`src/sv/pcsd_pkg.sv`:
```
// Shared constants and helpers for the permutation-cycle string decoder.
// Depends on nothing; used by permutation_cycle_string_decoder.
`default_nettype none

package pcsd_pkg;

    // Alphabet and position widths.
    localparam int ALPHABET_SIZE = 94;
    localparam int POS_W         = $clog2(ALPHABET_SIZE);
    localparam int J_W           = $clog2(ALPHABET_SIZE);
    localparam int N_W           = $clog2(ALPHABET_SIZE + 1);

    // Character codes.
    localparam logic [7:0] CODE_LO     = 8'd32;
    localparam logic [7:0] CODE_HI     = 8'd127;
    localparam logic [6:0] CHAR_OFFSET = 7'd33;

    // Configuration register indexes.
    localparam int CFG_IDX_W = 2;
    localparam logic [CFG_IDX_W-1:0] CFG_SEED_COMMERCIAL = 2'd0;
    localparam logic [CFG_IDX_W-1:0] CFG_SEED_FREE       = 2'd1;
    localparam logic [CFG_IDX_W-1:0] CFG_SEED_OFFICE     = 2'd2;
    localparam logic [CFG_IDX_W-1:0] CFG_SEED_PLAIN      = 2'd3;

    // Reciprocal of three: floor(m / 3) = (m * RECIP3) >> 33 for any 32-bit m.
    localparam logic [31:0] RECIP3       = 32'hAAAA_AAAB;
    localparam int          RECIP3_SHIFT = 33;

    // Reciprocal of the alphabet size for a 32-bit dividend.
    localparam int          DIV_SHIFT      = 32 + POS_W;
    localparam logic [63:0] DIV_MAGIC_FULL =
        ((64'd1 << DIV_SHIFT) + 64'(ALPHABET_SIZE) - 64'd1) / 64'(ALPHABET_SIZE);
    localparam logic [32:0] DIV_MAGIC      = DIV_MAGIC_FULL[32:0];
    localparam int          MOD_PW         = 65;

    // Last generator phase of a step.
    localparam logic [2:0] GEN_LAST_PHASE = 3'd4;

    // Magnitude of a two's complement word; the most negative value gives 2^31.
    function automatic logic [31:0] mag32(input logic [31:0] v);
        return v[31] ? (~v + 32'd1) : v;
    endfunction

endpackage

`default_nettype wire

```
`src/sv/permutation_cycle_string_decoder.sv`:
```
// A bad code goes straight to the output state; a valid code without a rebuild walks
// (code - 32) steps, one permutation memory read per step.
// A rebuild adds ALPHABET_SIZE + 1 generator steps, a linear probe past occupied slots
// for each link, and a closing step that links the last slot back to the first.
// One item is in flight at a time; the next beat is taken while a result waits.
// Reset clears the seeds, generator words, positions and the built flag; the table is rebuilt first.
`default_nettype none

module permutation_cycle_string_decoder (
    input  wire logic                            clk,
    input  wire logic                            rst_n,
    input  wire logic                            cfg_write,
    input  wire logic [pcsd_pkg::CFG_IDX_W-1:0]  cfg_index,
    input  wire logic [31:0]                     cfg_data,
    input  wire logic                            in_valid,
    output logic                                 in_ready,
    input  wire logic [7:0]                      code_char,
    input  wire logic                            first_of_string,
    input  wire logic                            commercial_mode,
    input  wire logic                            office_mode,
    output logic                                 out_valid,
    input  wire logic                            out_ready,
    output logic [6:0]                           plain_char,
    output logic                                 bad_code
);

    localparam logic [2:0] ST_IDLE    = 3'd0;
    localparam logic [2:0] ST_GEN     = 3'd1;
    localparam logic [2:0] ST_PROBE   = 3'd2;
    localparam logic [2:0] ST_LINK    = 3'd3;
    localparam logic [2:0] ST_WALK_RD = 3'd4;
    localparam logic [2:0] ST_WALK    = 3'd5;
    localparam logic [2:0] ST_OUT     = 3'd6;

    localparam logic [1:0] GP_START = 2'd0;
    localparam logic [1:0] GP_FIRST = 2'd1;
    localparam logic [1:0] GP_K     = 2'd2;

    localparam int POS_W = pcsd_pkg::POS_W;
    localparam int J_W   = pcsd_pkg::J_W;
    localparam int N_W   = pcsd_pkg::N_W;
    localparam int D     = pcsd_pkg::ALPHABET_SIZE;

    // Configuration.
    logic [31:0] seed_commercial_reg;
    logic [31:0] seed_free_reg;
    logic [31:0] seed_office_reg;
    logic [31:0] seed_plain_reg;

    // Control and architectural state.
    logic [2:0]       state_reg;
    logic [1:0]       purpose_reg;
    logic [2:0]       phase_reg;
    logic [31:0]      gen_a_reg;
    logic [31:0]      gen_b_reg;
    logic [POS_W-1:0] start_reg;
    logic [POS_W-1:0] first_reg;
    logic [POS_W-1:0] cur_reg;
    logic [POS_W-1:0] k_reg;
    logic [POS_W-1:0] pos_reg;
    logic [J_W-1:0]   j_reg;
    logic [N_W-1:0]   n_reg;
    logic [6:0]       steps_reg;
    logic             built_reg;
    logic             res_bad_reg;
    logic [D-1:0]     taken_reg;

    // Output register.
    logic       out_valid_reg;
    logic [6:0] plain_reg;
    logic       bad_reg;

    // Generator datapath registers.
    logic [30:0] q3_reg;
    logic        neg_reg;
    logic [31:0] prod_reg;
    logic [31:0] xm_reg;
    logic [31:0] qm_reg;

    // Permutation memory.
    logic [POS_W-1:0] perm_mem [0:D-1];
    logic [POS_W-1:0] rd_data_reg;
    logic             mem_we;
    logic [POS_W-1:0] mem_waddr;
    logic [POS_W-1:0] mem_wdata;
    logic             mem_re;
    logic [POS_W-1:0] mem_raddr;

    // Generator combinational terms.
    logic [31:0]        sum_s;
    logic [31:0]        sum_mag;
    logic [63:0]        div3_prod;
    logic [31:0]        t_mag;
    logic [31:0]        t_val;
    logic [31:0]        five_t;
    logic [31:0]        gen_a_next;
    logic [31:0]        gen_b_next;
    logic [31:0]        ab_low;
    logic [31:0]        xm_next;
    logic [pcsd_pkg::MOD_PW-1:0] mod_prod;
    logic [31:0]        rem_full;
    logic [POS_W-1:0]   gen_result;

    // Control combinational terms.
    logic             in_accept;
    logic             code_is_bad;
    logic             out_free;
    logic             probe_hit;
    logic [POS_W-1:0] k_next;
    logic             more_links;
    logic [6:0]       plain_next;

    assign in_ready   = (state_reg == ST_IDLE);
    assign in_accept  = in_valid && in_ready;
    assign out_valid  = out_valid_reg;
    assign plain_char = plain_reg;
    assign bad_code   = bad_reg;
    assign out_free   = !out_valid_reg || out_ready;

    assign code_is_bad = (code_char < pcsd_pkg::CODE_LO) || (code_char > pcsd_pkg::CODE_HI);

    // Generator step, spread over five phases with a register after each multiply.
    assign sum_s      = gen_a_reg + {gen_b_reg[30:0], 1'b0};
    assign sum_mag    = pcsd_pkg::mag32(sum_s);
    assign div3_prod  = 64'(sum_mag) * 64'(pcsd_pkg::RECIP3);
    assign t_mag      = {1'b0, q3_reg};
    assign t_val      = neg_reg ? (~t_mag + 32'd1) : t_mag;
    assign five_t     = {t_val[29:0], 2'b00} + t_val;
    assign gen_a_next = gen_a_reg ^ (five_t - gen_b_reg);
    assign gen_b_next = {t_val[30:0], 1'b0} - gen_a_next;
    assign ab_low     = gen_a_reg * gen_b_reg;
    assign xm_next    = pcsd_pkg::mag32(prod_reg);
    assign mod_prod   = pcsd_pkg::MOD_PW'(xm_next) * pcsd_pkg::MOD_PW'(pcsd_pkg::DIV_MAGIC);
    assign rem_full   = xm_reg - 32'(qm_reg * 32'(D));
    assign gen_result = rem_full[POS_W-1:0];

    // Linear probe: skip slots already linked and the current slot itself.
    assign probe_hit  = (n_reg < N_W'(D)) && (taken_reg[k_reg] || (k_reg == cur_reg));
    assign k_next     = (k_reg == POS_W'(D - 1)) ? '0 : k_reg + POS_W'(1);
    assign more_links = ((J_W + 2)'(j_reg) + (J_W + 2)'(2)) < (J_W + 2)'(D);

    assign plain_next = res_bad_reg ? 7'd0 : 7'(pos_reg) + pcsd_pkg::CHAR_OFFSET;

    always_comb
    begin
        mem_we    = 1'b0;
        mem_waddr = cur_reg;
        mem_wdata = k_reg;
        mem_re    = 1'b0;
        mem_raddr = pos_reg;
        unique case (state_reg)
            ST_PROBE:
            begin
                mem_we = !probe_hit;
            end
            ST_LINK:
            begin
                mem_we    = 1'b1;
                mem_wdata = first_reg;
            end
            ST_WALK_RD:
            begin
                mem_re = (steps_reg != 7'd0);
            end
            ST_WALK:
            begin
                mem_re    = (steps_reg != 7'd1);
                mem_raddr = rd_data_reg;
            end
            default:
            begin
                mem_we = 1'b0;
            end
        endcase
    end

    always_ff @(posedge clk)
    begin
        if (mem_we)
        begin
            perm_mem[mem_waddr] <= mem_wdata;
        end
        if (mem_re)
        begin
            rd_data_reg <= perm_mem[mem_raddr];
        end
    end

    // Generator pipeline registers load every cycle; the phase counter picks the useful one.
    always_ff @(posedge clk)
    begin
        q3_reg   <= div3_prod[63:pcsd_pkg::RECIP3_SHIFT];
        neg_reg  <= sum_s[31];
        prod_reg <= ab_low;
        xm_reg   <= xm_next;
        qm_reg   <= 32'(mod_prod >> pcsd_pkg::DIV_SHIFT);
    end

    always_ff @(posedge clk or negedge rst_n)
    begin
        if (!rst_n)
        begin
            seed_commercial_reg <= '0;
            seed_free_reg       <= '0;
            seed_office_reg     <= '0;
            seed_plain_reg      <= '0;
        end
        else if (cfg_write)
        begin
            unique case (cfg_index)
                pcsd_pkg::CFG_SEED_COMMERCIAL: seed_commercial_reg <= cfg_data;
                pcsd_pkg::CFG_SEED_FREE:       seed_free_reg       <= cfg_data;
                pcsd_pkg::CFG_SEED_OFFICE:     seed_office_reg     <= cfg_data;
                pcsd_pkg::CFG_SEED_PLAIN:      seed_plain_reg      <= cfg_data;
                default:                       seed_plain_reg      <= seed_plain_reg;
            endcase
        end
    end

    always_ff @(posedge clk or negedge rst_n)
    begin
        if (!rst_n)
        begin
            state_reg     <= ST_IDLE;
            purpose_reg   <= GP_START;
            phase_reg     <= '0;
            gen_a_reg     <= '0;
            gen_b_reg     <= '0;
            start_reg     <= '0;
            first_reg     <= '0;
            cur_reg       <= '0;
            k_reg         <= '0;
            pos_reg       <= '0;
            j_reg         <= '0;
            n_reg         <= '0;
            steps_reg     <= '0;
            built_reg     <= 1'b0;
            res_bad_reg   <= 1'b0;
            taken_reg     <= '0;
            out_valid_reg <= 1'b0;
            plain_reg     <= '0;
            bad_reg       <= 1'b0;
        end
        else
        begin
            // In the output state a departing result is replaced by the new one below.
            if (out_valid_reg && out_ready && (state_reg != ST_OUT))
            begin
                out_valid_reg <= 1'b0;
            end

            unique case (state_reg)
                ST_IDLE:
                begin
                    if (in_accept)
                    begin
                        steps_reg   <= 7'(code_char - pcsd_pkg::CODE_LO);
                        res_bad_reg <= code_is_bad;
                        if (code_is_bad)
                        begin
                            state_reg <= ST_OUT;
                        end
                        else if (first_of_string || !built_reg)
                        begin
                            gen_a_reg   <= commercial_mode ? seed_commercial_reg : seed_free_reg;
                            gen_b_reg   <= office_mode ? seed_office_reg : seed_plain_reg;
                            taken_reg   <= '0;
                            phase_reg   <= '0;
                            purpose_reg <= GP_START;
                            state_reg   <= ST_GEN;
                        end
                        else
                        begin
                            state_reg <= ST_WALK_RD;
                        end
                    end
                end

                ST_GEN:
                begin
                    if (phase_reg == pcsd_pkg::GEN_LAST_PHASE)
                    begin
                        phase_reg <= '0;
                        unique case (purpose_reg)
                            GP_START:
                            begin
                                start_reg   <= gen_result;
                                purpose_reg <= GP_FIRST;
                            end
                            GP_FIRST:
                            begin
                                first_reg   <= gen_result;
                                cur_reg     <= gen_result;
                                j_reg       <= '0;
                                purpose_reg <= GP_K;
                            end
                            default:
                            begin
                                k_reg     <= gen_result;
                                n_reg     <= '0;
                                state_reg <= ST_PROBE;
                            end
                        endcase
                    end
                    else
                    begin
                        // The new generator words are taken at the end of the second phase.
                        if (phase_reg == 3'd1)
                        begin
                            gen_a_reg <= gen_a_next;
                            gen_b_reg <= gen_b_next;
                        end
                        phase_reg <= phase_reg + 3'd1;
                    end
                end

                ST_PROBE:
                begin
                    if (probe_hit)
                    begin
                        k_reg <= k_next;
                        n_reg <= n_reg + N_W'(1);
                    end
                    else
                    begin
                        taken_reg[cur_reg] <= 1'b1;
                        cur_reg            <= k_reg;
                        j_reg              <= j_reg + J_W'(1);
                        if (more_links)
                        begin
                            phase_reg <= '0;
                            state_reg <= ST_GEN;
                        end
                        else
                        begin
                            state_reg <= ST_LINK;
                        end
                    end
                end

                ST_LINK:
                begin
                    // The last slot closes the cycle back to the first one.
                    taken_reg[cur_reg] <= 1'b1;
                    built_reg          <= 1'b1;
                    pos_reg            <= start_reg;
                    state_reg          <= ST_WALK_RD;
                end

                ST_WALK_RD:
                begin
                    if (steps_reg == 7'd0)
                    begin
                        state_reg <= ST_OUT;
                    end
                    else
                    begin
                        state_reg <= ST_WALK;
                    end
                end

                ST_WALK:
                begin
                    pos_reg   <= rd_data_reg;
                    steps_reg <= steps_reg - 7'd1;
                    if (steps_reg == 7'd1)
                    begin
                        state_reg <= ST_OUT;
                    end
                end

                ST_OUT:
                begin
                    if (out_free)
                    begin
                        out_valid_reg <= 1'b1;
                        plain_reg     <= plain_next;
                        bad_reg       <= res_bad_reg;
                        state_reg     <= ST_IDLE;
                    end
                end

                default:
                begin
                    state_reg <= ST_IDLE;
                end
            endcase
        end
    end

endmodule

`default_nettype wire

```
`config.mk`:
```
export PLATFORM = sky130hd
export DESIGN_NAME = permutation_cycle_string_decoder
export DESIGN_NICKNAME = d
export VERILOG_FILES = /design/src/sv/pcsd_pkg.sv /design/src/sv/permutation_cycle_string_decoder.sv
export SDC_FILE = /design/constraint.sdc
export NUM_CORES = 2
export LEC_CHECK = 0
export ABC_AREA = 1
export BUFFER_PORTS_ARGS = -buffer_cell sky130_fd_sc_hd__buf_2
export CAP_MARGIN = 20
export CORE_ASPECT_RATIO = 2
export CORE_MARGIN = 5
export CORE_UTILIZATION = 41
export CTS_BUF_LIST = sky130_fd_sc_hd__clkbuf_2
export DETAILED_ROUTE_END_ITERATION = 10
export HOLD_SLACK_MARGIN = 0.15
export PLACE_DENSITY = 0.58
export SETUP_SLACK_MARGIN = 0.4
export SLEW_MARGIN = 5
export SYNTH_ARGS = -nofsm -noshare
export SYNTH_HDL_FRONTEND = slang
export SYNTH_SLANG_ARGS = --single-unit
```
`constraint.sdc`:
```
create_clock -name clk -period 23.3 [get_ports clk]
set_input_delay 3.495 -clock clk [delete_from_list [all_inputs] [get_ports clk]]
set_output_delay 3.495 -clock clk [all_outputs]
set_load 0.05 [all_outputs]
```
== Word level (Yosys, flattened, before mapping) ==
Memory sizes are Yosys's and may differ from the RTL's. A register that Yosys moved wholly into a read port is not among the register bits.
Index checks and enable logic that the tools add are counted.
W data, S select, Z words.

* Flip-flop bits (word level): 458
* Bits of input ports: 50
* Output and inout bits: 10
* Word-level logic and storage cells: 212
* Memories kept: 1
* Bits in writable memories: 658

{| class="wikitable"
|+ Memories
! name !! words !! width !! rd ports !! clocked after memory_dff !! write ports !! line !! source
|-
| perm_mem || 94 || 7 || 1 || 1 || 1 || permutation_cycle_string_decoder.sv:81 || <nowiki>logic [POS_W-1:0] perm_mem [0:D-1];</nowiki>
|}

* Bitwise operators: 5
* Reduce and logical (&&, ||, !) cells: 40
* Muxes and demuxes: 80
* Multiply operators: 4
* Add/sub/neg operators: 16
* $lt $le $gt $ge: 7
* Equal/unequal tests: 31

{| class="wikitable"
|+ Operators with widths
! operator !! count
|-
| $mux W32 || 15
|-
| $mux W94 || 4
|-
| $pmux W94 S3 || 1
|-
| $mul A32 B32 Y64 const B || 2
|-
| $pmux W32 S2 || 2
|-
| $mux W7 || 17
|-
| $add A32 B1 Y32 const B || 3
|-
| $or A94 B94 Y94 || 1
|-
| $pmux W7 S2 || 6
|-
| $add A32 B32 Y32 || 2
|-
| $not A32 Y32 || 2
|-
| $sub A32 B32 Y32 || 2
|-
| $mux W3 || 14
|-
| $mul A32 B32 Y32 || 1
|-
| $not A31 Y32 || 1
|-
| $xor A32 B32 Y32 || 1
|-
| $mul A26 B6 Y6 const B || 1
|-
| $reduce_and A6 Y1 || 4
|-
| $add A7 B1 Y7 const B || 3
|-
| $pmux W3 S7 || 1
|-
| $ne A2 B2 Y1 const B || 10
|-
| $lt A7 B8 Y1 const B || 2
|-
| $reduce_and A2 Y1 || 7
|-
| $eq A3 B3 Y1 const B || 4
|-
| other kinds (42) || 77
|}

== Logic depth before layout (Yosys ltp) ==
* Word-level depth: 10
* Depth in mapped cells: 49

== Worst setup path before layout ==
No wires, ideal clock.

* Path type: register -> register
* Start point: register gen_b_reg[0]
* End point: register q3_reg[18]
* Clock period less this slack: 8.268 ns
* Stages on the path, launching flop included: 40
* Path slack: 15.032 ns
* Setup time: 0.112 ns
* Data arrival time: 8.156 ns
* Required time: 23.188 ns
* Cells stage by stage: dfrtp_1 ha_1 fa_1 nand3_1 nand3_2 a21oi_2 xor2_2 inv_1 nor2_2 nand4_2 nor2_2 inv_1 o31ai_2 xor2_1 inv_1 ha_1 xnor2_1 inv_1 [... 4 more ...] fa_1 inv_1 fa_1 fa_1 inv_1 fa_1 inv_1 ha_1 a21oi_1 o21ai_0 a21oi_1 inv_1 nor2_1 nor3_1 a211oi_1 nand2_1 nand2_1 nand2_1

* Word-level cells in the longest chain between the ends: 5

{| class="wikitable"
|+ Ends and longest elaborated chain
! item !! line !! source
|-
| from (decl) || permutation_cycle_string_decoder.sv:55 || <nowiki>logic [31:0] gen_b_reg;</nowiki>
|-
| from (signal assigned) || permutation_cycle_string_decoder.sv:266 || <nowiki>gen_b_reg <= office_mode ? seed_office_reg : seed_plain_reg;</nowiki>
|-
| from (signal assigned) || permutation_cycle_string_decoder.sv:311 || <nowiki>gen_b_reg <= gen_b_next;</nowiki>
|-
| $add A32 B32 Y32 (*) || permutation_cycle_string_decoder.sv:123 || <nowiki>assign sum_s = gen_a_reg + {gen_b_reg[30:0], 1'b0};</nowiki>
|-
| $not A32 Y32 || pcsd_pkg.sv:41 || <nowiki>return v[31] ? (~v + 32'd1) : v;</nowiki>
|-
| $add A32 B1 Y32 || pcsd_pkg.sv:41 ||
|-
| $mux W32 (*) || pcsd_pkg.sv:41 ||
|-
| $mul A32 B32 Y64 (*) || permutation_cycle_string_decoder.sv:125 || <nowiki>assign div3_prod = 64'(sum_mag) * 64'(pcsd_pkg::RECIP3);</nowiki>
|-
| named net div3_prod[51] || permutation_cycle_string_decoder.sv:92 || <nowiki>logic [63:0] div3_prod;</nowiki>
|-
| to (signal assigned) || permutation_cycle_string_decoder.sv:192 || <nowiki>q3_reg <= div3_prod[63:pcsd_pkg::RECIP3_SHIFT];</nowiki>
|-
| to (decl) || permutation_cycle_string_decoder.sv:74 || <nowiki>logic [30:0] q3_reg;</nowiki>
|}

Mark *: on every way through the listed nets, which the timed path passes. The rest lies on a longest branch.
A chain may end at the register's enable or synchronous reset.

== Final worst setup path ==
* Start point: register gen_a_reg[1]
* End point: register q3_reg[25]

* Word-level cells in the longest chain between the ends: 5

{| class="wikitable"
|+ Ends and longest elaborated chain
! item !! line !! source
|-
| from (decl) || permutation_cycle_string_decoder.sv:54 || <nowiki>logic [31:0] gen_a_reg;</nowiki>
|-
| from (signal assigned) || permutation_cycle_string_decoder.sv:265 || <nowiki>gen_a_reg <= commercial_mode ? seed_commercial_reg : seed_free_reg;</nowiki>
|-
| from (signal assigned) || permutation_cycle_string_decoder.sv:310 || <nowiki>gen_a_reg <= gen_a_next;</nowiki>
|-
| $add A32 B32 Y32 (*) || permutation_cycle_string_decoder.sv:123 ||
|-
| $not A32 Y32 || pcsd_pkg.sv:41 ||
|-
| $add A32 B1 Y32 || pcsd_pkg.sv:41 ||
|-
| $mux W32 (*) || pcsd_pkg.sv:41 ||
|-
| $mul A32 B32 Y64 (*) || permutation_cycle_string_decoder.sv:125 ||
|-
| named net div3_prod[58] || permutation_cycle_string_decoder.sv:92 ||
|}

Marks and branches as above.

==> run metrics <==
# H-tree levels=5; die height=710 um; Achievable Freq=94.2 MHz; Yosys reg bits=1103; clk_lat worst skew=1.48 ns; fin crit period=10.62 ns; ys flop type=edfxtp_1; Worst EP required=24.55 ns; total core area=244000 um2; Fin. Hold Viols=0; worst hold path type=reg2reg; max_cap viols=0; drc violations=0; vias in the first global route=82700; FF-to-FF path depth=36; Crit-path slowest cell=dfrtp_1; Fill cells=24200; Synth Instances=11100; Post-Syn Area per Cell=9.05 um2; Reg-to-Reg End=q3_reg[25]$_DFF_P_; post-synth cell types=76; area leader, netlist=fa_1; Setup WS pre-CTS=12.84 ns; routed vias=77800; post-route setup slack=12.68 ns; Inserted Clock Buffers=273; Hold Path Origin=seed_commercial_reg[30]$_DFFE_PN0P_; share of cells above drive strength 1=7.39%; R2R setup slack=12.68 ns; most numerous cell in the Yosys netlist=inv_1; slowest cell delay on critical path=0.66 ns; Port Buffer Count=59; Arrival @ worst endpoint=11.87 ns; hold depth=2; endpoint class of the critical path=flip-flop; CTS tree=built; CP bufs+invs=8; Crit. Startpoint=gen_a_reg[1]$_DFFE_PN0P_; Die W=360 um; io pins=60; initial DRC count=5338; EDFF count, synth=665; post-route setup TNS=0 ns; placed cells=14100; final hold slack=0.491 ns; top cell type's share of synthesized area=21.8%; top cells by area, synth=fa_1, edfxtp_1, ha_1, dfrtp_1, inv_1; Reg2Reg Launch Point=gen_a_reg[1]$_DFFE_PN0P_; critical path type=reg2reg; gr ovfl total=0; Yosys warnings=0; setup violators final=0; Synth-to-Final Area Change=6.48%; non-filler instance count after layout=14600; GRT Total Usage=26.0%; Largest register FFs=658; Worst Tran Pin Value=1.11 ns; Post-synth top cells=inv_1, nand2_1, fa_1; Worst Skew=0.226 ns; Routed WL=337000 um; post-DR vias/cell=5.33; Pre-antenna DRT Iters=6; crit-path leading delay family=adder cells; worst-path maximum fanout=7; Nets=13200; largest buffer count on any clock path=4; Clock Root Buffer=clkbuf_2; fraction of registers with async set or reset after synthesis=32.7%; first-pass GRT wire length=504000 um; die area=256000 um2; Tcrit/Tclk final=45.6%; gpl congestion=1.03; RSZ-0062 raised after global routing=false; Post-DRT Antenna Nets=0; Max-slew headroom=25.1%; clock sinks=1103; Slew Limit Fails=0; share of the yosys chip area belonging to registers=30.4%; Rows=257; postcts setup bufs=0; largest net degree at the start of global routing=183; Starting Density=41.1%; wire per inst=23.1 um; hold endpoint=seed_commercial_reg[30]$_DFFE_PN0P_; placed wire-length estimate=264000 um; post-CTS resize count=0; crit path launch type=flip-flop; status=finished, final reports clean; Post-Syn Nets=13100; cts hold-fix bufs=0; CTS clk-pin slew, worst paths=0.11 ns; Post-Syn Area=100000 um2; initial antenna violation count=13
-- tightest hold or removal path: stages (launching register included) --
cell and delay [ns]:
dfrtp_1 0.35, nand2_1 0.05, o21ai_0 0.06
-- placed cells by master (no fill, tap or decap), types with 46 or more instances in the layout --
cell type | Yosys | layout
nor3_1 | 100 | 99
nand3_1 | 272 | 268
nor2_1 | 876 | 874
fa_1 | 1093 | 1093
dfrtp_1 | 361 | 360
nor3_2 | 64 | 64
o22ai_1 | 46 | 46
o21ai_0 | 910 | 900
dfxtp_1 | 77 | 76
a21oi_1 | 322 | 322
edfxtp_1 | 665 | 665
ha_1 | 860 | 860
buf_4 | 8 | 131
o221ai_1 | 150 | 150
clkinv_1 | 2 | 56
buf_2 | 71 | 69
nand2_1 | 1708 | 1708
nand4_1 | 50 | 50
xnor2_1 | 107 | 106
inv_1 | 2287 | 2287
clkbuf_2 | 1 | 377
a31oi_1 | 58 | 58
o21ai_1 | 46 | 47
xor2_1 | 235 | 225
-- through the flow --
step / util, % / instance area [um2]
global placement: 42.7 / 104000
CTS: 43.7 / 107000
detailed placement: 42.7 / 104000
floorplan: - / 100000
global route: 43.8 / 107000
finish: 43.8 / 107000
-- metal layers --
| metal | vias up | share of wire, % | wire length [um] | GRT usage [%] |
|---|---|---|---|---|
| met5 | - | 0.018 | 60 | 0 |
| met4 | 10 | 6.8 | 22900 | 15.0 |
| met2 | 2504 | 53 | 180000 | 48.9 |
| li1 | 35600 | - | - | - |
| met1 | 38800 | 36 | 121000 | 28.3 |
| met3 | 880 | 4.2 | 14300 | 2.64 |
-- cell families (layout without fill, tap and decap cells) --
kind of cell,after synthesis,in the layout,synth area share (%)
AO/OA/AOI/OAI,1755,1755,10.1
XOR/XNOR,353,353,3.18
buffers and inverters,2737,2990,10.4
flip-flops,1103,1103,30.4
AND/OR/NAND/NOR,3191,3191,13.3
multiplexers,1,1,0.00997
other,0,5,0
adder cells (fa/ha/maj),1953,1953,32.5
-- worst max-delay path by stage --
stage	endpoint	cells after the start
finish	q3_reg[25]$_DFF_P_	36
global route	q3_reg[29]$_DFF_P_	40
global placement	q3_reg[25]$_DFF_P_	40
CTS	q3_reg[25]$_DFF_P_	36
floorplan	q3_reg[18]$_DFF_P_	39
detailed placement	q3_reg[25]$_DFF_P_	40
-- area by class of cell --
type	instances	area, um2	area share, %
well taps	3237	4050	3.79
multi-input cells	7253	59700	55.8
clock inverters	91	606	0.566
clock buffers	373	1870	1.75
repair buffers	210	1460	1.37
diodes	5	12.5	0.0117
inverters	2316	8700	8.14
flip-flops and latches	1103	30500	28.6
Power is not shown: default switching activity piles up to over one toggle a cycle in this logic, so the estimate is an artifact.
